`src/kndxt_pkg.sv`:
```
// Package for the keyed nested djb2-xor tag block.
// Holds constants, state and register codes, command/status structs and the hash step.
// No dependencies.
package kndxt_pkg;

  localparam int PAD_BLOCK_BYTES_DEF  = 64;
  localparam int KEY_LENGTH_BYTES_DEF = 32;
  localparam int KEY_WORDS            = 4;
  localparam int KEY_WORD_W           = 64;
  localparam int KEY_BYTES_MAX        = 32;
  localparam int CFG_INDEX_W          = 2;
  localparam int HASH_W               = 32;
  localparam int BYTE_W               = 8;
  localparam int HASH_SHIFT           = 5;

  localparam logic [BYTE_W-1:0] INNER_PAD = 8'h36;
  localparam logic [BYTE_W-1:0] OUTER_PAD = 8'h5C;

  typedef enum logic [2:0] {
    ST_IDLE,
    ST_PAD_IN,
    ST_MSG,
    ST_PAD_OUT,
    ST_TAIL
  } state_t;

  typedef enum logic [CFG_INDEX_W-1:0] {
    REG_KEY_0_7,
    REG_KEY_8_15,
    REG_KEY_16_23,
    REG_KEY_24_31
  } reg_index_t;

  typedef struct packed {
    logic load;
    logic pad_in_step;
    logic msg_step;
    logic pad_out_step;
    logic tail_step;
    logic finish;
  } dp_cmd_t;

  typedef struct packed {
    logic pad_last;
    logic tail_last;
    logic last;
  } dp_status_t;

  function automatic logic [HASH_W-1:0] hash_step(input logic [HASH_W-1:0] h,
                                                  input logic [BYTE_W-1:0] b);
    logic [HASH_W-1:0] m;
    m = (h << HASH_SHIFT) + h;
    return m ^ {{(HASH_W-BYTE_W){1'b0}}, b};
  endfunction

endpackage

```
`src/kndxt_ctrl.sv`:
```
// Controller for the keyed nested djb2-xor tag block.
// Sequences pad passes, message folds and the outer tail; owns the handshakes.
// Depends on kndxt_pkg.
module kndxt_ctrl (
  input  logic                  clk,
  input  logic                  rst,
  input  logic                  in_valid,
  output logic                  in_ready,
  output logic                  out_valid,
  input  logic                  out_ready,
  output kndxt_pkg::dp_cmd_t    cmd,
  input  kndxt_pkg::dp_status_t status
);
  import kndxt_pkg::*;

  state_t state, state_next;
  logic   in_message, in_message_next;
  logic   out_valid_next;

  always_ff @(posedge clk) begin
    if (rst) begin
      state      <= ST_IDLE;
      in_message <= 1'b0;
      out_valid  <= 1'b0;
    end else begin
      state      <= state_next;
      in_message <= in_message_next;
      out_valid  <= out_valid_next;
    end
  end

  always_comb begin
    state_next      = state;
    in_message_next = in_message;
    out_valid_next  = out_valid && !out_ready;
    cmd             = '0;
    in_ready        = 1'b0;
    case (state)
      ST_IDLE: begin
        in_ready = 1'b1;
        if (in_valid) begin
          cmd.load        = 1'b1;
          in_message_next = 1'b1;
          state_next      = in_message ? ST_MSG : ST_PAD_IN;
        end
      end
      ST_PAD_IN: begin
        cmd.pad_in_step = 1'b1;
        if (status.pad_last) state_next = ST_MSG;
      end
      ST_MSG: begin
        cmd.msg_step = 1'b1;
        state_next   = status.last ? ST_PAD_OUT : ST_IDLE;
      end
      ST_PAD_OUT: begin
        cmd.pad_out_step = 1'b1;
        if (status.pad_last) state_next = ST_TAIL;
      end
      ST_TAIL: begin
        if (!status.tail_last) begin
          cmd.tail_step = 1'b1;
        end else if (!out_valid || out_ready) begin
          // hold the final step until the output register is free
          cmd.tail_step   = 1'b1;
          cmd.finish      = 1'b1;
          out_valid_next  = 1'b1;
          in_message_next = 1'b0;
          state_next      = ST_IDLE;
        end
      end
      default: state_next = ST_IDLE;
    endcase
  end

endmodule

```
`src/kndxt_dp.sv`:
```
// Datapath for the keyed nested djb2-xor tag block.
// Key registers, inner and outer hash registers, pad counter and output register.
// Depends on kndxt_pkg.
module kndxt_dp #(
  parameter int PAD_BLOCK_BYTES  = kndxt_pkg::PAD_BLOCK_BYTES_DEF,
  parameter int KEY_LENGTH_BYTES = kndxt_pkg::KEY_LENGTH_BYTES_DEF
) (
  input  logic                                       clk,
  input  logic                                       rst,
  input  logic                                       cfg_we,
  input  logic [kndxt_pkg::CFG_INDEX_W-1:0]          cfg_index,
  input  logic [kndxt_pkg::KEY_WORD_W-1:0]           cfg_data,
  input  logic [kndxt_pkg::BYTE_W-1:0]               msg_byte,
  input  logic                                       byte_present,
  input  logic                                       end_of_message,
  input  logic [kndxt_pkg::HASH_W-1:0]               expected_tag,
  input  kndxt_pkg::dp_cmd_t                         cmd,
  output kndxt_pkg::dp_status_t                      status,
  output logic [kndxt_pkg::HASH_W-1:0]               tag,
  output logic                                       tag_matches
);
  import kndxt_pkg::*;

  localparam int CW = $clog2(PAD_BLOCK_BYTES);
  localparam int KIW = $clog2(KEY_BYTES_MAX);

  logic [KEY_WORDS-1:0][KEY_WORD_W-1:0] key;
  logic [KEY_BYTES_MAX-1:0][BYTE_W-1:0] key_b;
  logic [HASH_W-1:0]                    hash;
  logic [HASH_W/BYTE_W-1:0][BYTE_W-1:0] hash_b;
  logic [HASH_W-1:0]                    ohash;
  logic [HASH_W-1:0]                    tail_res;
  logic [CW-1:0]                        cnt;
  logic [BYTE_W-1:0]                    byte_r;
  logic                                 present_r;
  logic                                 last_r;
  logic [HASH_W-1:0]                    expected_r;
  logic                                 in_key;
  logic [BYTE_W-1:0]                    key_sel;
  logic [BYTE_W-1:0]                    pad_byte;

  assign key_b    = key;
  assign hash_b   = hash;
  assign in_key   = {1'b0, cnt} < (CW+1)'(KEY_LENGTH_BYTES);
  assign key_sel  = in_key ? key_b[cnt[KIW-1:0]] : '0;
  assign pad_byte = key_sel ^ (cmd.pad_in_step ? INNER_PAD : OUTER_PAD);
  assign tail_res = hash_step(ohash, hash_b[cnt[1:0]]);

  assign status.pad_last  = cnt == CW'(PAD_BLOCK_BYTES - 1);
  assign status.tail_last = cnt[1:0] == 2'd3;
  assign status.last      = last_r;

  always_ff @(posedge clk) begin
    if (rst) begin
      key <= '0;
    end else if (cfg_we) begin
      case (reg_index_t'(cfg_index))
        REG_KEY_0_7:   key[0] <= cfg_data;
        REG_KEY_8_15:  key[1] <= cfg_data;
        REG_KEY_16_23: key[2] <= cfg_data;
        REG_KEY_24_31: key[3] <= cfg_data;
        default: ;
      endcase
    end
  end

  always_ff @(posedge clk) begin
    if (rst) begin
      hash  <= '0;
      ohash <= '0;
      cnt   <= '0;
    end else begin
      if (cmd.finish) begin
        hash  <= '0;
        ohash <= '0;
        cnt   <= '0;
      end else begin
        if (cmd.load) ohash <= '0;
        if (cmd.pad_in_step) hash <= hash_step(hash, pad_byte);
        if (cmd.msg_step && present_r) hash <= hash_step(hash, byte_r);
        if (cmd.pad_out_step) ohash <= hash_step(ohash, pad_byte);
        if (cmd.tail_step) ohash <= tail_res;
        if (cmd.pad_in_step || cmd.pad_out_step || cmd.tail_step) begin
          cnt <= status.pad_last ? '0 : cnt + 1'b1;
        end
      end
    end
  end

  always_ff @(posedge clk) begin
    if (cmd.load) begin
      byte_r     <= msg_byte;
      present_r  <= byte_present;
      last_r     <= end_of_message;
      expected_r <= expected_tag;
    end
    if (cmd.finish) begin
      tag         <= tail_res;
      tag_matches <= tail_res == expected_r;
    end
  end

endmodule

```
`src/keyed_nested_djb2_xor_tag.sv`:
```
// Keyed nested djb2-xor tag: top level joining controller and datapath.
// An item in an open message loads and folds its byte; an opening item first folds
// the inner pad. A final item then folds the outer pad and four tail bytes, the last held
// while an earlier result beat waits; result appears the cycle after the last tail step.
// One pad or tail byte is folded per cycle but for that hold; a new item waits for idle.
// Synchronous reset clears key, hash, counter and handshake state.
module keyed_nested_djb2_xor_tag #(
  parameter int PAD_BLOCK_BYTES  = kndxt_pkg::PAD_BLOCK_BYTES_DEF,
  parameter int KEY_LENGTH_BYTES = kndxt_pkg::KEY_LENGTH_BYTES_DEF
) (
  input  logic                              clk,
  input  logic                              rst,
  input  logic                              cfg_valid,
  output logic                              cfg_ready,
  input  logic [kndxt_pkg::CFG_INDEX_W-1:0] cfg_index,
  input  logic [kndxt_pkg::KEY_WORD_W-1:0]  cfg_data,
  input  logic                              in_valid,
  output logic                              in_ready,
  input  logic [kndxt_pkg::BYTE_W-1:0]      msg_byte,
  input  logic                              byte_present,
  input  logic                              end_of_message,
  input  logic [kndxt_pkg::HASH_W-1:0]      expected_tag,
  output logic                              out_valid,
  input  logic                              out_ready,
  output logic [kndxt_pkg::HASH_W-1:0]      tag,
  output logic                              tag_matches
);
  import kndxt_pkg::*;

  dp_cmd_t    cmd;
  dp_status_t status;

  assign cfg_ready = 1'b1;

  kndxt_ctrl u_ctrl (
    .clk       (clk),
    .rst       (rst),
    .in_valid  (in_valid),
    .in_ready  (in_ready),
    .out_valid (out_valid),
    .out_ready (out_ready),
    .cmd       (cmd),
    .status    (status)
  );

  kndxt_dp #(
    .PAD_BLOCK_BYTES  (PAD_BLOCK_BYTES),
    .KEY_LENGTH_BYTES (KEY_LENGTH_BYTES)
  ) u_dp (
    .clk            (clk),
    .rst            (rst),
    .cfg_we         (cfg_valid && cfg_ready),
    .cfg_index      (cfg_index),
    .cfg_data       (cfg_data),
    .msg_byte       (msg_byte),
    .byte_present   (byte_present),
    .end_of_message (end_of_message),
    .expected_tag   (expected_tag),
    .cmd            (cmd),
    .status         (status),
    .tag            (tag),
    .tag_matches    (tag_matches)
  );

endmodule

```
`config.mk`:
```
export PLATFORM = sky130hd
export DESIGN_NAME = keyed_nested_djb2_xor_tag
export DESIGN_NICKNAME = d
export VERILOG_FILES = /design/src/kndxt_pkg.sv /design/src/kndxt_ctrl.sv /design/src/kndxt_dp.sv /design/src/keyed_nested_djb2_xor_tag.sv
export SDC_FILE = /design/constraint.sdc
export NUM_CORES = 1
export LEC_CHECK = 0
export ABC_CLOCK_PERIOD_IN_PS = 7150
export BUFFER_PORTS_ARGS = -buffer_cell sky130_fd_sc_hd__buf_4
export CAP_MARGIN = 25
export CORE_AREA = 2 2 206 167
export CTS_CLUSTER_DIAMETER = 150
export CTS_CLUSTER_SIZE = 30
export DETAILED_ROUTE_END_ITERATION = 10
export DIE_AREA = 0 0 208 169
export PLACE_DENSITY_LB_ADDON = 0.08
export SETUP_SLACK_MARGIN = 0.3
export SLEW_MARGIN = 20
export SYNTH_ARGS = -nofsm -noshare
export SYNTH_HDL_FRONTEND = slang
export SYNTH_HIERARCHICAL = 1
export SYNTH_SLANG_ARGS = --single-unit
export TNS_END_PERCENT = 20
```
`constraint.sdc`:
```
create_clock -name clk -period 7.15 [get_ports clk]
set_input_delay 1.0725 -clock clk [delete_from_list [all_inputs] [get_ports clk]]
set_output_delay 1.0725 -clock clk [all_outputs]
set_load 0.02 [all_outputs]
```
Word-level counts from Yosys, hierarchy flattened
Index checks and enable logic that the tools add are counted.
{ "word_totals": {"ff_bits": 406, "in_bits": 113, "elab_cells": 98} }
{ "op_classes": {"add_sub_neg": 3, "n_lt_le_gt_ge": 3, "n_eq_ne": 15, "muxes": 37, "n_bitwise": 5, "reduce_logical": 19} }
{ "ops": {"columns": ["op", "n"], "rows": [
  ["two-way mux 32 bit", 5],
  ["XOR 32 x 8 -> 32 bit", 4],
  ["adder 32 bit", 2],
  ["binary-select mux 8 bit (select 5 bit)", 1],
  ["== test 32 bit", 1],
  ["two-way mux 8 bit", 3],
  ["binary-select mux 8 bit (select 2 bit)", 1],
  ["two-way mux 3 bit", 5],
  ["case mux 3 bit (5 select lines)", 1],
  ["two-way mux 1 bit", 14],
  ["two-way mux 2 bit", 4],
  ["!= test 2 x 1 -> 1 bit (second input constant)", 4],
  ["AND reduction 2 bit", 4],
  ["XOR 8 bit", 1],
  ["two-way mux 7 bit", 1],
  ["adder 6 x 1 -> 6 bit (second input constant)", 1],
  ["== test 2 bit (second input constant)", 3],
  ["== test 3 x 2 -> 1 bit (second input constant)", 2],
  ["== test 6 bit (second input constant)", 1],
  ["< comparator 5 x 6 -> 1 bit (second input constant)", 1],
  ["< comparator 6 bit (second input constant)", 1],
  ["two-way mux 6 bit", 1],
  ["AND reduction 5 bit", 1],
  ["AND reduction 4 bit", 1],
  ["14 further kinds", 19]
]} }

Longest topological paths before layout
{ "depth": {"word_depth": 7, "mapped_depth": 11, "ltp_nobuf": 11} }

Hierarchy
Netlist, hierarchy kept.
{ "by_module_without_submodules": {"columns": ["module", "n_inst", "cells_each", "area_per_inst_um2", "seq_area_each_um2"], "rows": [
  ["kndxt_dp", 1, 2100, 19323.5, 8778.4],
  ["kndxt_ctrl", 1, 38, 322.8, 100.1],
  ["keyed_nested_djb2_xor_tag", 1, 2, 11.3, 0.0]
]} }

Worst setup path before layout
Ideal clock, no wire load.
{ "synth_path": {"kind": "input to register", "start": "in in_valid", "end": "reg u_dp.ohash[17]", "setup_ns": 0.128, "arrival_ns": 3.877, "required_time_ns": 7.022, "setup_slack_ns": 3.145, "stages": 7, "path_buffers": 2, "cell_sequence": "nand2_1 -> nor2_1 -> clkbuf_1 -> clkbuf_1 -> nor3b_1 -> a21oi_1 -> nor2_1"} }
{ "synth_lines": {"columns": ["element", "line", "text"], "rows": [
  ["from (decl)", "keyed_nested_djb2_xor_tag.sv:17", "input logic in_valid,"],
  ["to (signal assigned)", "kndxt_dp.sv:81", "if (cmd.pad_out_step) ohash <= hash_step(ohash, pad_byte);"],
  ["to (signal assigned)", "kndxt_dp.sv:82", "if (cmd.tail_step) ohash <= tail_res;"],
  ["to (decl)", "kndxt_dp.sv:31", "logic [HASH_W-1:0] ohash;"]
]} }

Worst setup path in the final report
{ "layout_path": {"start": "reg u_dp.cnt[0]", "end": "reg u_dp.tag_matches (data pin)"} }
{ "layout_via": {"elab_chain_len": 4} }
{ "layout_rtl": {"columns": ["element", "line", "text"], "rows": [
  ["from (decl)", "kndxt_dp.sv:33", "logic [CW-1:0] cnt;"],
  ["from (signal assigned)", "kndxt_dp.sv:84", "cnt <= status.pad_last ? '0 : cnt + 1'b1;"],
  ["binary-select mux 8 bit (select 2 bit)", "kndxt_dp.sv:47", "assign tail_res = hash_step(ohash, hash_b[cnt[1:0]]);"],
  ["two-way mux 8 bit (implied by the code)", "kndxt_dp.sv:47", null],
  ["XOR 32 x 8 -> 32 bit", "kndxt_pkg.sv:53", "return m ^ {{(HASH_W-BYTE_W){1'b0}}, b};"],
  ["net u_dp.tail_res[6]", "kndxt_dp.sv:32", "logic [HASH_W-1:0] tail_res;"],
  ["== test 32 bit", "kndxt_dp.sv:99", "tag_matches <= tail_res == expected_r;"],
  ["to (signal assigned)", "kndxt_dp.sv:99", null],
  ["to (decl)", "kndxt_dp.sv:20", "output logic tag_matches"]
]} }
The timed path passes the listed nets, and every way through them passes these cells. The select of a mux whose other input is x is not followed.
A chain may end at the register's enable or synchronous reset.

==> key figures <==
STA
  – Setup TNS: 0 ns
  – RSZ-0062 raised after global routing: no
  – Clk_skew: 0.0208 ns
  – Fin crit period: 4.00 ns
  – Final period util: 0.560
  – Fmax: 250 MHz
  – Max Slew Vio Count: 0
  – Final setup fails: 0
  – Final Hold Fails: 0
  – Worst slew margin: 0.292
  – Worst-Margin Slew: 1.06 ns

Route
  – Detailed Routing Iterations Pass 1: 6
  – DR WL/cell: 20.2 microns
  – Number of remaining DRC errors: 0
  – Final wirelength: 53000 microns
  – Final ANT Viol Nets: 0
  – DR iter-0 viols: 1788
  – Drt via density: 6.11
  – Via count: 16025

Final layout
  – Commonest non-fill, non-tap cell in the layout: nand2_1
  – Nets: 2349
  – Area Overhead vs Synth: 8.97%
  – Fin area: 21400 sq um
  – Most frequent cells in the layout: nand2_1 (583), a21oi_1 (351), dfxtp_1 (329), buf_4 (163), nor2_1 (88)
  – Share of post-route cells with drive strength above 1: 0.135
  – Non-filler instance count after layout: 2623

Global routing
  – GRT Residual Overflow: 0
  – Via count of the first global-routing pass: 14871
  – Tot GR Track Use: 0.295
  – Initial antenna violation count: 4
  – Largest net degree at the start of global routing: 108
  – First-pass GRT wire length: 82900 microns

Yosys
  – Top FF cell, synth: dfxtp_1
  – Number of distinct library cells after synthesis: 73
  – Ys Warns: 6
  – Cells after Synth: 2140
  – Seq cells post-synth: 406
  – Syn_nets: 2308
  – Post-Syn Area: 19700 sq um
  – EDFF count, synth: 75
  – Syn_area_per_cell: 9.19 sq um
  – Async S/R FF share, synth: 0
  – Sequential area share after synthesis: 0.452

Worst setup path
  – Cell Chain, Critical Path: mux4_1, xor2_1, xor2_1, or4_1, or4_1, nor4_1, and4_1, nand4_1, and4b_1
  – R2R Setup Slk: 3.15 ns
  – Req. time, crit path: 7.57 ns
  – Crit path max fanout: 36
  – Slowest Stage Delay on Critical Path: 0.83 ns
  – CP arrival: 4.42 ns
  – CP Capture Type: register
  – Setup Crit Path Kind: register to register
  – Max stage delay cell, worst path: dfxtp_4
  – Startpoint types: register

Floorplan
  – Die H: 169 microns
  – I/O pin total: 149
  – Starting Density: 0.592
  – DIE WIDTH: 208 microns
  – Cell Rows: 60
  – Die ar.: 35200 sq um
  – Area of the core: 33200 sq um

Clock tree
  – CTS buffer count: 17
  – TritonCTS Sinks: 406
  – Clock slew at the register clock pins of the worst setup and hold paths: 0.12 ns
  – Post CTS Setup Buffer Count: 0
  – Clock tree from TritonCTS: yes
  – Clock latency on the worst-skew pair: 0.54 ns
  – Cts hold-fix bufs: 0
  – Resized cells post-CTS: 0
  – Clk root buf: clkbuf_16
  – H-tree depth: 1
  – Clk buf depth: 3

Placement
  – Gpl congestion: 0.943
  – Inst Count DP: 2594
  – Hpwl dp: 36600 microns
  – IO buf count: 147
  – Post-DP Area: 20900 sq um

Job
  – Number of max-cap violations: 0

Power and ir drop
  – P_leak: 8.02 nW
  – Peak VDD IR: 162 uV
  – Power Density: 209 nW/um^2

Hold path
  – Min-Delay Path Class: register to register

Status
  – Status: finished clean
==> metal layers <==
metal,global-route usage,up-vias,routed length [microns]
li1,-,7566,-
met1,0.436,7731,23800
met2,0.445,662,23200
met3,0.0659,66,4950
met4,0.0675,0,1150
met5,0,-,0
==> critical path, delay by kind of cell, from the launching register on <==
family        cells  cell delay, ns
simple gates      6            2.01
flops             1            0.83
mux               1            0.66
xor+xnor          2            0.38
==> cell families after synthesis <==
family,after synthesis,share of synthesized area
compound gates,514,0.151
xor+xnor,96,0.0498
fa+ha+maj,55,0.0358
buf+inv,162,0.0324
flops,406,0.452
mux,98,0.106
other cells,1,0.000191
simple gates,808,0.173
==> path summary, 6_finish.rpt <==
path | depth (start not counted) | end | start
min reg2reg | 2 | u_dp/key[243] | u_dp/key[243]
max | 9 | u_dp/tag_matches | u_dp/cnt[0]
max reg2reg | 9 | u_dp/tag_matches | u_dp/cnt[0]
min | 2 | u_dp/key[243] | u_dp/key[243]
==> report_power, final <==
group	total (mW)	internal, mW	switching, mW
Sequential	2.55	2.44	0.115
Clock	1.17	0.453	0.716
Combinational	0.757	0.327	0.430
==> synthesized netlist by cell type (8+ instances only) <==
cell / instances / area, sq um
nand2_1: 583 / 2190
a21oi_1: 351 / 1760
dfxtp_1: 331 / 6630
clkbuf_1: 119 / 447
nor2_1: 93 / 349
mux4_2: 87 / 1960
edfxtp_1: 75 / 2250
ha_1: 53 / 663
xnor2_1: 49 / 429
xor2_1: 37 / 324
a21o_1: 32 / 240
o21ai_0: 32 / 160
nor3b_1: 26 / 195
nand3_1: 21 / 105
inv_1: 18 / 67.6
nor3_1: 16 / 80.1
buf_1: 15 / 56.3
a211oi_1: 10 / 75.1
o21a_1: 10 / 75.1
mux2i_1: 9 / 90.1
xnor3_1: 9 / 203
and2_1: 8 / 50.1
and3_1: 8 / 50.1
nor2b_1: 8 / 50.1
o211ai_1: 8 / 60.1
o21bai_1: 8 / 60.1
==> sequential cells by signal, summed over array words and instances (netlist names) <==
signal	cells
u_ctrl/in_message	1
u_ctrl/out_valid	1
u_dp/cnt	6
u_dp/byte_r	8
u_dp/ohash	32
u_ctrl/state	3
u_dp/tag	32
u_dp/key	256
u_dp/present_r	1
u_dp/hash	32
u_dp/expected_r	32
u_dp/last_r	1
u_dp/tag_matches	1
==> metrics by stage <==
step	setup slack (ns)	total power [mW]	hold WS (ns)	util
final	3.15	4.48	0.459	0.646
after global routing	2.92	4.64	0.476	0.646
after detailed placement	3.16	3.35	0.443	0.630
after CTS	3.13	4.48	0.459	0.644
after global placement	3.14	3.34	0.438	0.630
after floorplan	3.14	3.11	0.433	-
==> final cells by class <==
| cell class | count | area (sq um) |
|---|---|---|
| flip-flops and latches | 406 | 8890 |
| well taps | 434 | 543 |
| inverters | 18 | 67.6 |
| clock inverters | 2 | 25.0 |
| clock buffers | 22 | 444 |
| repair buffers | 166 | 1270 |
| fillers | 2788 | 11800 |
| diodes | 3 | 7.51 |
| multi-input cells | 1572 | 10200 |
Power figures use the tool's default switching activity.
